--- config.mk ---
export PLATFORM = sky130hd
export DESIGN_NAME = ssr_ctrl
export DESIGN_NICKNAME = d
export VERILOG_FILES = /design/src/hdl/ssr_pkg.sv /design/src/hdl/ssr_ctrl.sv
export SDC_FILE = /design/constraint.sdc
export NUM_CORES = 1
export LEC_CHECK = 0
export BUFFER_PORTS_ARGS = -buffer_cell sky130_fd_sc_hd__clkbuf_2
export CAP_MARGIN = 10
export CORE_ASPECT_RATIO = 1.2
export CORE_MARGIN = 2
export CORE_UTILIZATION = 45
export CTS_BUF_LIST = sky130_fd_sc_hd__clkbuf_4
export DETAILED_ROUTE_END_ITERATION = 12
export PLACE_DENSITY = 0.78
export REMOVE_ABC_BUFFERS = 1
export SYNTH_ARGS = -nofsm -noshare
export SYNTH_HDL_FRONTEND = slang
export SYNTH_SLANG_ARGS = --single-unit
export TNS_END_PERCENT = 20
--- constraint.sdc ---
create_clock -name clk -period 1.5 [get_ports clk]
set_input_delay 0.075 -clock clk [delete_from_list [all_inputs] [get_ports clk]]
set_output_delay 0.075 -clock clk [all_outputs]
set_load 0.05 [all_outputs]
--- src/hdl/ssr_pkg.sv ---
// Shared types, codes and a helper function for the speed spike repair unit.
package ssr_pkg;

  // Field widths
  localparam int SW    = 16;
  localparam int OP_W  = 2;
  localparam int IDX_W = 10;
  localparam int ST_W  = 2;
  localparam int PCT_W = 7;
  localparam int CFG_IW = 3;
  localparam int WIN   = 5;

  // Default sizing
  localparam int DEF_MAX_SAMPLES = 1024;
  localparam int DEF_MIN_SERIES  = 5;

  // Percent scale for the relative tests
  localparam logic [PCT_W-1:0] PCT_SCALE = 7'd100;

  // Opcodes
  localparam logic [OP_W-1:0] OP_APPEND = 2'd0;
  localparam logic [OP_W-1:0] OP_READ   = 2'd1;
  localparam logic [OP_W-1:0] OP_CLEAR  = 2'd2;

  // Status codes
  localparam logic [ST_W-1:0] ST_OK    = 2'd0;
  localparam logic [ST_W-1:0] ST_RANGE = 2'd1;
  localparam logic [ST_W-1:0] ST_FULL  = 2'd2;

  // Register indexes
  localparam logic [CFG_IW-1:0] CFG_ZERO_FLOOR = 3'd0;
  localparam logic [CFG_IW-1:0] CFG_ISO_ABS    = 3'd1;
  localparam logic [CFG_IW-1:0] CFG_ISO_PCT    = 3'd2;
  localparam logic [CFG_IW-1:0] CFG_ISO_FLOOR  = 3'd3;
  localparam logic [CFG_IW-1:0] CFG_MED_ABS    = 3'd4;
  localparam logic [CFG_IW-1:0] CFG_MED_PCT    = 3'd5;
  localparam logic [CFG_IW-1:0] CFG_MED_FLOOR  = 3'd6;

  // Register reset values
  localparam logic [SW-1:0]    RST_ZERO_FLOOR = 16'd160;
  localparam logic [SW-1:0]    RST_ISO_ABS    = 16'd128;
  localparam logic [PCT_W-1:0] RST_ISO_PCT    = 7'd8;
  localparam logic [SW-1:0]    RST_ISO_FLOOR  = 16'd16;
  localparam logic [SW-1:0]    RST_MED_ABS    = 16'd240;
  localparam logic [PCT_W-1:0] RST_MED_PCT    = 7'd10;
  localparam logic [SW-1:0]    RST_MED_FLOOR  = 16'd16;

  // Centre position updates
  localparam int CEN_W = 3;
  localparam logic [CEN_W-1:0] CEN_HOLD = 3'd0;
  localparam logic [CEN_W-1:0] CEN_IDX  = 3'd1;
  localparam logic [CEN_W-1:0] CEN_DEC  = 3'd2;
  localparam logic [CEN_W-1:0] CEN_NEXT = 3'd3;
  localparam logic [CEN_W-1:0] CEN_INC  = 3'd4;

  // Result selection
  localparam int RES_W = 3;
  localparam logic [RES_W-1:0] RES_ZERO = 3'd0;
  localparam logic [RES_W-1:0] RES_FULL = 3'd1;
  localparam logic [RES_W-1:0] RES_OOR  = 3'd2;
  localparam logic [RES_W-1:0] RES_RAW  = 3'd3;
  localparam logic [RES_W-1:0] RES_FIX  = 3'd4;

  localparam int OFF_W = 3;
  localparam logic [OFF_W-1:0] WIN_LAST = 3'd4;

  typedef struct packed {
    logic [OP_W-1:0]  opcode;
    logic [SW-1:0]    sample;
    logic [IDX_W-1:0] index;
  } in_word_t;

  typedef struct packed {
    logic [SW-1:0]   value;
    logic            was_spike;
    logic [ST_W-1:0] status;
  } out_word_t;

  typedef struct packed {
    logic             cap_in;
    logic             app_wr;
    logic             clr;
    logic [CEN_W-1:0] cen_op;
    logic             rd_en;
    logic [OFF_W-1:0] rd_off;
    logic             ev1;
    logic             ev2;
    logic             ev3;
    logic             set_left;
    logic             set_right;
    logic             mul;
    logic             sum;
    logic             div_start;
    logic             res_ld;
    logic [RES_W-1:0] res_sel;
    logic             out_ld;
  } ssr_cmd_t;

  typedef struct packed {
    logic [OP_W-1:0] op;
    logic            full;
    logic            oor;
    logic            spike;
    logic            div_done;
  } ssr_sts_t;

  // Median of five through a nine-exchange sorting network
  function automatic logic [SW-1:0] median5(input logic [WIN-1:0][SW-1:0] win);
    logic [WIN-1:0][SW-1:0] v;
    logic [SW-1:0] t;
    v = win;
    if (v[0] > v[3]) begin t = v[0]; v[0] = v[3]; v[3] = t; end
    if (v[1] > v[4]) begin t = v[1]; v[1] = v[4]; v[4] = t; end
    if (v[0] > v[2]) begin t = v[0]; v[0] = v[2]; v[2] = t; end
    if (v[1] > v[3]) begin t = v[1]; v[1] = v[3]; v[3] = t; end
    if (v[0] > v[1]) begin t = v[0]; v[0] = v[1]; v[1] = t; end
    if (v[2] > v[4]) begin t = v[2]; v[2] = v[4]; v[4] = t; end
    if (v[1] > v[2]) begin t = v[1]; v[1] = v[2]; v[2] = t; end
    if (v[3] > v[4]) begin t = v[3]; v[3] = v[4]; v[4] = t; end
    if (v[2] > v[3]) begin t = v[2]; v[2] = v[3]; v[3] = t; end
    return v[2];
  endfunction

endpackage

--- src/hdl/ssr_ctrl.sv ---
// Controller: sequences decode, window loads, spike tests, anchor search and divide.
module ssr_ctrl import ssr_pkg::*; (
  input  logic     clk,
  input  logic     rst_n,
  input  logic     in_valid,
  output logic     in_stall,
  output logic     out_valid,
  input  logic     out_stall,
  input  ssr_sts_t sts,
  output ssr_cmd_t cmd
);

  localparam logic [3:0] S_IDLE = 4'd0;
  localparam logic [3:0] S_DEC  = 4'd1;
  localparam logic [3:0] S_LOAD = 4'd2;
  localparam logic [3:0] S_WAIT = 4'd3;
  localparam logic [3:0] S_EV1  = 4'd4;
  localparam logic [3:0] S_EV2  = 4'd5;
  localparam logic [3:0] S_EV3  = 4'd6;
  localparam logic [3:0] S_CHK  = 4'd7;
  localparam logic [3:0] S_MUL  = 4'd8;
  localparam logic [3:0] S_SUM  = 4'd9;
  localparam logic [3:0] S_DIV  = 4'd10;
  localparam logic [3:0] S_DIVW = 4'd11;
  localparam logic [3:0] S_DONE = 4'd12;

  localparam logic [1:0] P_SELF  = 2'd0;
  localparam logic [1:0] P_LEFT  = 2'd1;
  localparam logic [1:0] P_RIGHT = 2'd2;

  logic [3:0]       state_r, state_nxt;
  logic [1:0]       phase_r, phase_nxt;
  logic [OFF_W-1:0] cnt_r, cnt_nxt;
  logic             out_valid_r, out_valid_nxt;

  // Next state and commands
  always_comb begin
    state_nxt     = state_r;
    phase_nxt     = phase_r;
    cnt_nxt       = cnt_r;
    out_valid_nxt = out_valid_r && out_stall;
    cmd           = '0;
    case (state_r)
      S_IDLE: begin
        if (in_valid) begin
          cmd.cap_in = 1'b1;
          state_nxt  = S_DEC;
        end
      end
      S_DEC: begin
        cmd.res_ld  = 1'b1;
        cmd.res_sel = RES_ZERO;
        state_nxt   = S_DONE;
        case (sts.op)
          OP_APPEND: begin
            if (sts.full) begin
              cmd.res_sel = RES_FULL;
            end else begin
              cmd.app_wr = 1'b1;
            end
          end
          OP_READ: begin
            if (sts.oor) begin
              cmd.res_sel = RES_OOR;
            end else begin
              cmd.res_ld = 1'b0;
              cmd.cen_op = CEN_IDX;
              phase_nxt  = P_SELF;
              cnt_nxt    = '0;
              state_nxt  = S_LOAD;
            end
          end
          OP_CLEAR: cmd.clr = 1'b1;
          default: ;
        endcase
      end
      S_LOAD: begin
        cmd.rd_en  = 1'b1;
        cmd.rd_off = cnt_r;
        if (cnt_r == WIN_LAST) begin
          cnt_nxt   = '0;
          state_nxt = S_WAIT;
        end else begin
          cnt_nxt = cnt_r + OFF_W'(1);
        end
      end
      S_WAIT: state_nxt = S_EV1;
      S_EV1: begin
        cmd.ev1   = 1'b1;
        state_nxt = S_EV2;
      end
      S_EV2: begin
        cmd.ev2   = 1'b1;
        state_nxt = S_EV3;
      end
      S_EV3: begin
        cmd.ev3   = 1'b1;
        state_nxt = S_CHK;
      end
      S_CHK: begin
        case (phase_r)
          P_SELF: begin
            if (!sts.spike) begin
              cmd.res_ld  = 1'b1;
              cmd.res_sel = RES_RAW;
              state_nxt   = S_DONE;
            end else begin
              cmd.cen_op = CEN_DEC;
              phase_nxt  = P_LEFT;
              state_nxt  = S_LOAD;
            end
          end
          P_LEFT: begin
            if (sts.spike) begin
              cmd.cen_op = CEN_DEC;
            end else begin
              cmd.set_left = 1'b1;
              cmd.cen_op   = CEN_NEXT;
              phase_nxt    = P_RIGHT;
            end
            state_nxt = S_LOAD;
          end
          default: begin
            if (sts.spike) begin
              cmd.cen_op = CEN_INC;
              state_nxt  = S_LOAD;
            end else begin
              cmd.set_right = 1'b1;
              state_nxt     = S_MUL;
            end
          end
        endcase
      end
      S_MUL: begin
        cmd.mul   = 1'b1;
        state_nxt = S_SUM;
      end
      S_SUM: begin
        cmd.sum   = 1'b1;
        state_nxt = S_DIV;
      end
      S_DIV: begin
        cmd.div_start = 1'b1;
        state_nxt     = S_DIVW;
      end
      S_DIVW: begin
        if (sts.div_done) begin
          cmd.res_ld  = 1'b1;
          cmd.res_sel = RES_FIX;
          state_nxt   = S_DONE;
        end
      end
      S_DONE: begin
        if (!out_valid_r || !out_stall) begin
          cmd.out_ld    = 1'b1;
          out_valid_nxt = 1'b1;
          state_nxt     = S_IDLE;
        end
      end
      default: state_nxt = S_IDLE;
    endcase
  end

  always_ff @(posedge clk) begin
    if (!rst_n) begin
      state_r     <= S_IDLE;
      phase_r     <= P_SELF;
      cnt_r       <= '0;
      out_valid_r <= 1'b0;
    end else begin
      state_r     <= state_nxt;
      phase_r     <= phase_nxt;
      cnt_r       <= cnt_nxt;
      out_valid_r <= out_valid_nxt;
    end
  end

  assign in_stall  = (state_r != S_IDLE);
  assign out_valid = out_valid_r;

endmodule

# After elaboration in Yosys (flattened, before gate mapping)
# Cells that the tools add are included.
[op_classes]
reduce_logical = 14
n_eq_ne = 25
mux = 57
add_sub_neg = 1
[ops]
columns = ["operator", "n"]
rows = [
  ["$pmux W4 S13", 1],
  ["$mux W4", 12],
  ["$mux W1", 23],
  ["$eq A4 B4 Y1 const B", 5],
  ["$pmux W3 S2", 3],
  ["$eq A4 B3 Y1 const B", 4],
  ["$mux W2", 8],
  ["$mux W3", 5],
  ["$pmux W2 S2", 3],
  ["$pmux W4 S3", 1],
  ["$ne A2 B2 Y1 const B", 5],
  ["$eq A4 B2 Y1 const B", 2],
  ["$pmux W4 S2", 1],
  ["$ne A3 B3 Y1 const B", 2],
  ["$reduce_and A6 Y1", 1],
  ["$eq A2 B1 Y1 const B", 2],
  ["$eq A4 B1 Y1 const B", 1],
  ["$logic_not A2 Y1", 2],
  ["$logic_not A4 Y1", 1],
  ["$reduce_and A4 Y1", 1],
  ["$reduce_bool A2 Y1", 2],
  ["$reduce_bool A4 Y1", 1],
  ["$add A3 B1 Y3 const B", 1],
  ["$eq A3 B3 Y1 const B", 1],
  ["8 further kinds", 9],
]
[word_totals]
in_bits = 10
reg_bits = 10

# Logic depth before layout (Yosys ltp)
# Gate-level depths: netlist (run 1).
[logic_depth]
depth_word = 4
ltp_mapped = 6
mapped_depth_nobuf = 6

# Least setup slack after synthesis (run 1)
# No wires, ideal clock.
[synth_path]
path_type = "register to output"
from = "register state_r[3]"
to = "output port cmd[4] (netlist bit)"
path_slack_ns = -1.104
required_time_ns = 1.425
path_stages_with_launch = 6
t_arrival_ns = 2.529
n_path_buf = 2
cell_sequence = "dfxtp_1 > buf_2 > clkbuf_1 > nand3_1 > nor3b_1 > nand2b_1"
[synth_lines]
columns = ["item", "line_no", "source"]
rows = [
  ["start: declaration", "ssr_ctrl.sv:31", "logic [3:0] state_r, state_nxt;"],
  ["start signal: assignment", "ssr_ctrl.sv:171", "state_r <= state_nxt;"],
  ["end: declaration", "ssr_ctrl.sv:10", "output ssr_cmd_t cmd"],
]

==> impl_metrics.py, run 1 <==
metrics = {
    "run_status": {
        "outcome": "complete, but fails checks",
        "failed_checks": "negative setup slack",
    },
    "clock_network": {
        "cts_hold_repair.buffers": 0,
        "cts-root-to-sink-buffers": 2,
        "cts.reportedPaths.clkPinSlew_ps": 80,
        "tritoncts": "built",
        "clock-root-buffer": "clkbuf_4",
        "tritoncts_num_sinks": 10,
        "latest_clock_arrival_within_the_worst_skew_pair_ps": 270,
        "cts.htree.levels": 1,
        "cts_buffers": 3,
    },
    "pwr": {
        "powerDensity_nw_per_um2": 1642,
        "cellLeakagePower_nw": 0.6923,
        "peakVddDrop_v": 0.001196,
    },
    "timing": {
        "slew_headroom_pct": 79.66,
        "worst_pin_slew_ps": 301.0,
        "setup_viol": 23,
        "final_min_period_over_clock_period_pct": 113.2,
        "grt_setup_unrepaired": "yes",
        "final.setup.worst_slack_ps": -197.6,
        "post-route-min-period_ps": 1698,
        "maxSlewViolCount": 0,
        "hold_viol": 0,
        "fmaxAchievable_mhz": 589.1,
        "timing.clock.skew_ps": 13.17,
    },
    "critical_path": {
        "cp_data_arrival_time_ps": 1620,
        "timing.setup.critical_path_class": "reg2out",
        "reg2reg_slack_ps": -140,
        "regToRegStartpoint": "state_r[3]",
        "reg2reg_depth": 6,
        "reg2reg_to": "state_r[0]",
        "worst-path-max-fanout": 8,
        "worstPathRequired_ps": 1420,
        "startpoint_type_of_the_worst_setup_path": "flop",
        "critical_path.startpoint": "state_r[3]",
        "cp-end-kind": "primary output",
    },
    "synthesis": {
        "syn_area_per_cell_um2": 7.529,
        "synth_simple_gate_area_share_pct": 40.11,
        "register_bit_total_from_synthesis": 10,
        "synthesis.yosys.warnings": 0,
        "synthesis.area_um2": 873.3,
        "synth_fa_ha_area_share_pct": 2.865,
        "asyncSetResetFlopFracSynth_pct": 0,
        "main_combinational_cell_family_by_area_after_synthesis": "simple AND/OR/NAND/NOR gates",
        "most_used_flip_flop_cell_after_synthesis": "dfxtp_1",
        "post_synth_xor_area_fraction_pct": 0,
        "netlist_instances": 116,
        "count_of_flip_flops_with_a_built_in_enable_after_synthesis": 0,
        "synth-seq-area-share_pct": 22.92,
        "synthDistinctLibCells": 42,
        "synthMuxAreaShare_pct": 0,
        "synth-compound-area-share_pct": 26.22,
    },
    "grt": {
        "grtUsageMet2_pct": 52.70,
        "initial_antenna_violation_count": 0,
        "globalRouteMet1Util_pct": 30.25,
        "grt.overflow.total": 0,
        "grt_usage_pct": 27.65,
        "grt_most_used_layer": "met2",
        "first_global_vias": 1120,
        "grt_start_max_net_pins": 11,
        "global_route_wire_length_before_repair_um": 4843,
        "grtUsageMet3_pct": 3.448,
    },
    "detailed_routing": {
        "route.detailed.drc": 0,
        "drt_first_iter_violations": 66,
        "route.vias.total": 1234,
        "first_pass_iters": 4,
        "drt.antenna.violating_nets": 0,
        "routed_via_density": 6.427,
        "postRouteWirelength_um": 3878,
        "wl_per_cell_um": 20.20,
    },
    "finish": {
        "insertedDiodeCount": 0,
        "design.final.nets": 186,
        "design_area_um2": 1638,
        "drive_gt1_share_pct": 58.38,
        "layout-area-overhead-vs-synth_pct": 87.54,
        "finalCoreUtilization_pct": 89.53,
    },
    "min_path": {
        "min_path_cells": 2,
        "holdCritPathClass": "in2reg",
        "whs_endpoint": "state_r[3]",
        "hold_path_startpoint": "rst_n",
    },
    "job": {
        "drv_cap": 0,
    },
    "floorplan": {
        "placement_row_count": 17,
        "core_area_um2": 1829,
        "floorplan.initialDensity_pct": 47.74,
        "fp.dieW_um": 44.22,
        "floorplan.die_area_um2": 2311,
        "die_h_um": 52.26,
        "ios": 35,
    },
    "place": {
        "dp.final_hpwl_um": 2041,
        "placed_area_um2": 1289,
        "setup_slack_placement_ps": -102.5,
        "gpl.final_weighted_congestion": 0.8524,
        "port_buffers": 34,
    },
}
## per-stage QoR
stage | hold slack, ps | setup TNS [ps] | total power [mW] | instances
finish | 107.8 | -2794 | 2.690 | 192
global route | 116.8 | -3977 | 2.806 | 192
CTS | 88.83 | -1652 | 2.401 | 191
detailed placement | 383.3 | -455.4 | 1.946 | 184
global placement | 372.8 | -173.3 | 1.912 | 184
floorplan | 214.3 | -8534 | 1.337 | 108
## cells in the final DEF, fill, tap and decap left out, types with 3 or more instances in the layout
master    count
dfxtp_4       3
buf_8         3
dfxtp_1       6
buf_12        6
o21ai_0       5
a21oi_1       8
clkbuf_2     10
nor2_1        5
clkbuf_8      3
nand3_1       5
inv_1         4
buf_4        28
buf_6        10
nand2_1       9
clkbuf_4      3
nand2b_1      3
nor3_2        3
and3_1        3
nand3b_1      3
## state kept, by name (all words and copies together), names as in the netlist
register / flops
cnt_r: 3
state_r: 4
out_valid: 1
phase_r: 2
## cells in the mapped netlist, drive strengths merged, types with 2 or more instances
| library cell | instances | share of area, % |
|---|---|---|
| dfxtp | 10 | 23 |
| nor3b | 3 | 2.6 |
| o21ai | 5 | 2.9 |
| nand3b | 3 | 2.6 |
| nor4b | 2 | 2.0 |
| nand2b | 4 | 2.9 |
| and3 | 3 | 2.1 |
| ha | 2 | 2.9 |
| a32o | 2 | 2.3 |
| clkbuf | 4 | 1.7 |
| nor2b | 2 | 1.4 |
| a21oi | 10 | 5.7 |
| nor3 | 6 | 3.4 |
| nand3 | 6 | 3.4 |
| nand2 | 12 | 5.2 |
| inv | 6 | 3.2 |
| nor2 | 8 | 3.4 |
| o31ai | 3 | 2.6 |
| buf | 4 | 3.0 |
## worst max-delay path, cell delays in order (launching register included)
cell and delay [ps]:
dfxtp_4 380, or4b_4 590, inv_6 100, and2_4 150
buf_12 130
## per-layer routing
layer  vias up  part of all wire (%)
li1        547                     -
met3        14                   7.7
met2        86                    52
met1       587                    37
met4         0                   3.4
met5         -                     0
## worst max path at each step
stage	end	slack [ps]
3_3_place_gp	cmd[9]	-50
6_report	cmd[15]	-200
5_1_grt	cmd[9]	-240
4_1_cts	cmd[15]	-190
2_1_floorplan	cmd[4]	-980
3_5_place_dp	state_r[3]	-100
## cells by family (layout without fill, tap and decap cells)
family	Yosys count	after routing
adders and majority gates	2	2
buffers and inverters	14	71
DFF	10	10
and+or+nand+nor	60	60
AOI/OAI and AO/OA	30	30
## final cells by class
type                       instances  area (µm²)
clock inverter                     1       3.754
timing repair buffer              61       584.3
tap                               19       23.77
fill                              87       191.4
inverter                           6       27.53
multi-input combinational         92       763.2
sequential                        10       212.7
clock buffer                       3       22.52
## report_power, final
part           switching, mW  internal (mW)
clock                 0.0950         0.0959
combinational           1.16          0.884
sequential             0.113          0.343
total                   1.37           1.32
## what timing repair did
action / 4_1_cts / 5_1_grt
pin swaps: 4 / 6
setup endpoints to repair: 32 / 32
resized for setup: 51 / 43
setup buffers: 3 / 1
No activity file was read; power rests on OpenSTA's default activity.
==> run 2, diff against run 1 <==
==> constraint.sdc (replaced) <==
create_clock -name clk -period 1.5 [get_ports clk]
set_input_delay 0 -clock clk [delete_from_list [all_inputs] [get_ports clk]]
set_output_delay 0 -clock clk [all_outputs]
set_load 0.05 [all_outputs]
==> run 2 against run 1 <==
Effect of this change: the run still ends with negative setup slack left; non-clock buffer count increased by 2; cell count is 1.0% higher; first-iteration DRC count fell by 12%; flip-flop and latch count did not move; global-route usage is 2.2 points higher; wire length fell by 6.3%; register-to-register slack lost 40 ps; combinational power is 5% lower; clock power grew 9%; fmax grew 1.0%; critical path type unchanged.
==> impl_metrics.py, run 2 (synthesis results as in run 1) <==
metrics = {
    "critical_path": {
        "cp-end-kind": "primary output",
        "worst-path-max-fanout": 6,
        "critical-path-slowest-cell": "or4b_4",
        "startpoint_type_of_the_worst_setup_path": "flop",
        "cp_data_arrival_time_ps": 1680,
        "reg2reg_depth": 6,
        "cp_num_buf_inv": 2,
        "path_cells": "or4b_4, buf_4, nor2_4, buf_12",
        "cp.depth": 4,
        "worstPathRequired_ps": 1500,
        "critical_path.max_stage_delay_ps": 580,
        "timing.setup.critical_path_class": "reg2out",
        "critPathTopFamily": "simple AND/OR/NAND/NOR gates",
    },
    "timing": {
        "hold_viol": 0,
        "worst_pin_slew_ps": 332.7,
        "fmaxAchievable_mhz": 595.1,
        "maxSlewViolCount": 0,
        "setup-tns-final_ps": -1845,
        "slew_headroom_pct": 77.80,
        "post-route-min-period_ps": 1680,
        "timing.clock.skew_ps": 6.544,
        "grt_setup_unrepaired": "yes",
        "finalHoldWorstSlack_ps": 12.25,
        "setup_viol": 21,
        "final.setup.worst_slack_ps": -180.3,
        "final_min_period_over_clock_period_pct": 112.0,
    },
    "pwr": {
        "cellLeakagePower_nw": 0.6722,
        "peakVddDrop_v": 0.001135,
        "powerDensity_nw_per_um2": 1623,
    },
    "clock_network": {
        "tritoncts_num_sinks": 10,
        "cts_hold_repair.buffers": 0,
        "clock-root-buffer": "clkbuf_4",
        "cts-root-to-sink-buffers": 2,
        "cts.reportedPaths.clkPinSlew_ps": 80,
        "cts_buffers": 3,
        "tritoncts": "built",
        "cts.htree.levels": 1,
        "latest_clock_arrival_within_the_worst_skew_pair_ps": 280,
    },
    "detailed_routing": {
        "route.detailed.drc": 0,
        "first_pass_iters": 4,
        "route.vias.total": 1251,
        "drt_first_iter_violations": 58,
        "postRouteWirelength_um": 3634,
        "wl_per_cell_um": 18.73,
        "routed_via_density": 6.448,
        "drt.antenna.violating_nets": 0,
    },
    "floorplan": {
        "ios": 35,
        "floorplan.die_area_um2": 2311,
        "floorplan.initialDensity_pct": 47.74,
        "fp.dieW_um": 44.22,
        "core_area_um2": 1829,
        "placement_row_count": 17,
        "die_h_um": 52.26,
    },
    "grt": {
        "grt_start_max_net_pins": 12,
        "grt_usage_pct": 29.83,
        "first_global_vias": 1180,
        "initial_antenna_violation_count": 0,
        "global_route_wire_length_before_repair_um": 5099,
        "grt.overflow.total": 0,
    },
    "finish": {
        "number_of_flip_flops_in_the_largest_register": 4,
        "drive_gt1_share_pct": 58.86,
        "top_register": "state_r",
        "top_regs": "state_r x4, cnt_r x3, phase_r x2",
        "layout-area-overhead-vs-synth_pct": 84.24,
        "leading_cell_types_in_the_layout_fill_and_taps_excluded": "buf_4 (29), clkbuf_2 (13), nand2_1 (10), buf_6 (8), a21oi_1 (6)",
        "layout.cells.most_common": "buf_4",
        "insertedDiodeCount": 0,
        "layout.cells.non_filler": 194,
        "design.final.nets": 188,
    },
    "place": {
        "gpl.final_weighted_congestion": 0.8295,
        "port_buffers": 34,
        "dp.final_hpwl_um": 2018,
        "place_inst": 185,
    },
    "run_status": {
        "outcome": "complete, but fails checks",
        "failed_checks": "negative setup slack",
    },
    "job": {
        "drv_cap": 0,
    },
    "min_path": {
        "min_path_cells": 2,
        "holdCritPathClass": "in2reg",
    },
}
## run 2: cell count changes in the layout (fill, tap and decap cells not counted), sizes merged
cell / change
buf: -1
clkinv: +1
inv: -1
clkbuf: +3
## run 2: metal layers
layer	GRT usage, %	wire length, µm	vias to the layer above	part of all wire [%]
li1	-	-	552	-
met1	30.82	1292	588	36
met2	54.41	1939	92	53
met3	4.828	288	19	7.9
met4	18.69	114	0	3.1
met5	0	0	-	0
## run 2: area by class of cell
type,count,area [µm²]
fillers,89,220.2
clock buffers,3,22.52
flip-flops and latches,10,216.5
repair buffers,63,563.0
multi-input cells,92,752.0
well taps,19,23.77
inverters,6,27.53
clock inverters,1,3.754
## run 2: stage by stage
step	cell area [µm²]	util (%)	setup WS [ps]	power, mW
after floorplan	832.0	-	-905.1	1.337
after global placement	1281	70.04	-84.64	1.919
after detailed placement	1281	70.04	-141.1	1.967
after CTS	1508	82.42	-152.9	2.407
after global routing	1609	87.96	-220.9	2.733
final	1609	87.96	-180.3	2.612
## run 2: power by group
| group | internal (mW) | leakage [nW] | switching (mW) |
|---|---|---|---|
| logic | 0.840 | 0.572 | 1.10 |
| clock network | 0.0968 | 0.0154 | 0.112 |
| registers | 0.347 | 0.0845 | 0.120 |
| total | 1.28 | 0.672 | 1.33 |
## run 2: what timing repair did
item / 4_1_cts / 5_1_grt
setup buffers: 5 / 2
pin swaps: 2 / 4
resized for setup: 49 / 39
endpoints found under the setup margin: 27 / 29
## run 2: path summary, 6_finish.rpt
kind | start | to | slack (ps)
worst min register to register | cnt_r[2] | cnt_r[2] | 520
worst max register to register | state_r[2] | state_r[3] | -180
worst min-delay path | rst_n | state_r[3] | 10
worst max-delay path | state_r[2] | cmd[13] | -180
==> run 3, diff against run 2 <==
--- a/config.mk
+++ b/config.mk
@@ -5,6 +5,7 @@
 export SDC_FILE = /design/constraint.sdc
 export NUM_CORES = 1
 export LEC_CHECK = 0
+export ABC_AREA = 0
 export BUFFER_PORTS_ARGS = -buffer_cell sky130_fd_sc_hd__clkbuf_2
 export CAP_MARGIN = 10
 export CORE_ASPECT_RATIO = 1.2
@@ -14,6 +15,7 @@
 export DETAILED_ROUTE_END_ITERATION = 12
 export PLACE_DENSITY = 0.78
 export REMOVE_ABC_BUFFERS = 1
+export SETUP_SLACK_MARGIN = 0.1
 export SYNTH_ARGS = -nofsm -noshare
 export SYNTH_HDL_FRONTEND = slang
 export SYNTH_SLANG_ARGS = --single-unit
==> run 3 against run 2 <==
Effect of this change: combinational power rose by 21%; wire length rose by 27%; power rose by 15%; largest power group unchanged; utilization rose by 7.7 points; global-route usage rose by 5.6 points; critical path type is now reg2reg; fmax fell by 1.9%; the run still ends with negative setup slack left; clock skew fell by 5.7 ps; register-to-register slack got worse by 30 ps.
==> impl_metrics.py, run 3 (synthesis results as in run 1) <==
metrics = {
    "run_status": {
        "outcome": "complete, but fails checks",
        "failed_checks": "negative setup slack",
    },
    "grt": {
        "initial_antenna_violation_count": 0,
        "first_global_vias": 1310,
        "grt_usage_pct": 35.44,
        "global_route_wire_length_before_repair_um": 6085,
        "grt.overflow.total": 0,
        "grt_start_max_net_pins": 12,
    },
    "critical_path": {
        "worst-path-max-fanout": 6,
        "cp_data_arrival_time_ps": 1920,
        "cp_num_buf_inv": 2,
        "reg2reg_depth": 6,
        "startpoint_type_of_the_worst_setup_path": "flop",
        "reg2reg_slack_ps": -210,
        "critical_path.startpoint": "state_r[2]",
        "reg2reg_to": "state_r[3]",
        "cp.depth": 6,
        "critical-path-slowest-cell": "or4b_4",
        "cp-end-kind": "flop",
        "critPathTopFamily": "simple AND/OR/NAND/NOR gates",
        "worstPathRequired_ps": 1710,
        "timing.setup.critical_path_class": "reg2reg",
        "setup.worst_path.end": "state_r[3]",
        "regToRegStartpoint": "state_r[2]",
        "critical_path.max_stage_delay_ps": 580,
        "path_cells": "or4b_4, clkinv_4, buf_4, o2bb2ai_4, or2_4, o221a_1",
    },
    "clock_network": {
        "cts.reportedPaths.clkPinSlew_ps": 70,
        "cts.htree.levels": 1,
        "latest_clock_arrival_within_the_worst_skew_pair_ps": 270,
        "tritoncts_num_sinks": 10,
        "cts_buffers": 3,
        "tritoncts": "built",
        "clock-root-buffer": "clkbuf_4",
        "cts-root-to-sink-buffers": 2,
    },
    "detailed_routing": {
        "postRouteWirelength_um": 4602,
        "drt_first_iter_violations": 53,
        "route.detailed.drc": 0,
        "routed_via_density": 6.791,
        "drt.antenna.violating_nets": 0,
        "route.vias.total": 1331,
        "wl_per_cell_um": 23.48,
        "first_pass_iters": 4,
    },
    "finish": {
        "design.final.nets": 190,
        "drive_gt1_share_pct": 63.84,
        "finalCoreUtilization_pct": 95.62,
        "layout.cells.most_common": "buf_4",
        "top_regs": "state_r x4, cnt_r x3, phase_r x2",
        "layout-area-overhead-vs-synth_pct": 100.3,
        "leading_cell_types_in_the_layout_fill_and_taps_excluded": "buf_4 (29), buf_6 (11), nand2_1 (10), clkbuf_2 (10), a21oi_1 (6)",
        "insertedDiodeCount": 0,
        "top_register": "state_r",
        "number_of_flip_flops_in_the_largest_register": 4,
    },
    "timing": {
        "timing.clock.skew_ps": 0.8824,
        "final_min_period_over_clock_period_pct": 114.2,
        "maxSlewViolCount": 0,
        "fmaxAchievable_mhz": 583.9,
        "grt_setup_unrepaired": "yes",
        "worst_pin_slew_ps": 374.1,
        "slew_headroom_pct": 74.91,
        "final.setup.worst_slack_ps": -212.6,
        "setup_viol": 18,
        "post-route-min-period_ps": 1713,
        "hold_viol": 0,
    },
    "pwr": {
        "power.share.switching_pct": 50.18,
        "powerDensity_nw_per_um2": 1721,
        "cellLeakagePower_nw": 0.7196,
        "pwr-share-clk_pct": 6.5,
        "power.switching_mw": 1.511,
        "share_seq_of_total_power_pct": 15.6,
        "totalPowerFinal_mw": 3.011,
        "comb_power_share_pct": 77.9,
        "intPower_mw": 1.500,
        "peakVddDrop_v": 0.001730,
    },
    "floorplan": {
        "fp.dieW_um": 44.22,
        "ios": 35,
        "placement_row_count": 17,
        "floorplan.die_area_um2": 2311,
        "floorplan.initialDensity_pct": 47.74,
        "die_h_um": 52.26,
        "core_area_um2": 1829,
    },
    "place": {
        "port_buffers": 34,
        "dp.final_hpwl_um": 2018,
        "gpl.final_weighted_congestion": 0.8295,
    },
    "job": {
        "drv_cap": 0,
    },
    "min_path": {
        "min_path_cells": 2,
        "holdCritPathClass": "in2reg",
    },
}
==> run 3: cell types whose count changed in the layout (fill, tap and decap cells not counted), sizes merged <==
cell | previous run | this run
buf | 47 | 50
clkbuf | 19 | 18
==> run 3: worst reg2reg max path, delay by kind of cell (launching register included) <==
family / cells / cell delay, ps
flops: 1 / 370
buf+inv: 2 / 210
compound gates: 2 / 320
simple gates: 2 / 750
==> run 3: metrics by stage <==
| step | setup WS, ps | setup TNS (ps) | cells | hold slack (ps) | cell area [µm²] |
|---|---|---|---|---|---|
| floorplan | -905.1 | -7304 | 108 | 139.3 | 832.0 |
| global placement | -84.64 | -235.1 | 185 | 297.1 | 1281 |
| detailed placement | -141.1 | -471.3 | 185 | 313.3 | 1281 |
| CTS | -152.5 | -1256 | 195 | 15.87 | 1605 |
| global route | -269.6 | -3396 | 196 | 36.55 | 1749 |
| finish | -212.6 | -2199 | 196 | 53.22 | 1749 |
==> run 3: how the worst min path moves through the flow <==
stage,from,slack (ps),end
2_1_floorplan,rst_n,140,state_r[2]
3_3_place_gp,rst_n,300,state_r[3]
3_5_place_dp,rst_n,310,phase_r[0]
4_1_cts,rst_n,20,state_r[2]
5_1_grt,rst_n,40,state_r[3]
6_report,rst_n,50,state_r[3]
==> run 3: final cells by class <==
class	instances	area, µm²
Multi-Input combinational cell	92	820.8
Timing Repair Buffer	65	634.4
Sequential cell	10	216.5
Fill cell	47	80.08
Inverter	6	27.53
Tap cell	19	23.77
Clock buffer	3	22.52
Clock inverter	1	3.754
==> run 3: repair_timing <==
| item | in CTS | in global routing |
|---|---|---|
| setup endpoints to repair | 32 | 33 |
| gates resized for setup | 65 | 47 |
| buffers inserted | 8 | 1 |
| hold buffers | 0 | 0 |
| pin swaps | 7 | 5 |
==> run 3: power groups by stage <==
stage                     clock [mW]  combinational, mW  sequential [mW]
final                          0.196               2.34            0.470
after global routing           0.222               2.43            0.475
after CTS                      0.196               1.96            0.441
after detailed placement           0               1.54            0.427
after global placement             0               1.50            0.419
after floorplan                    0              0.870            0.467
==> run 3: metal layers <==
| layer | part of all wire, % | track usage [%] | vias up |
|---|---|---|---|
| li1 | - | - | 554 |
| met1 | 37 | 38.16 | 640 |
| met2 | 51 | 61.76 | 106 |
| met3 | 7.5 | 5.862 | 31 |
| met4 | 5.1 | 24.24 | 0 |
| met5 | 0 | 0 | - |
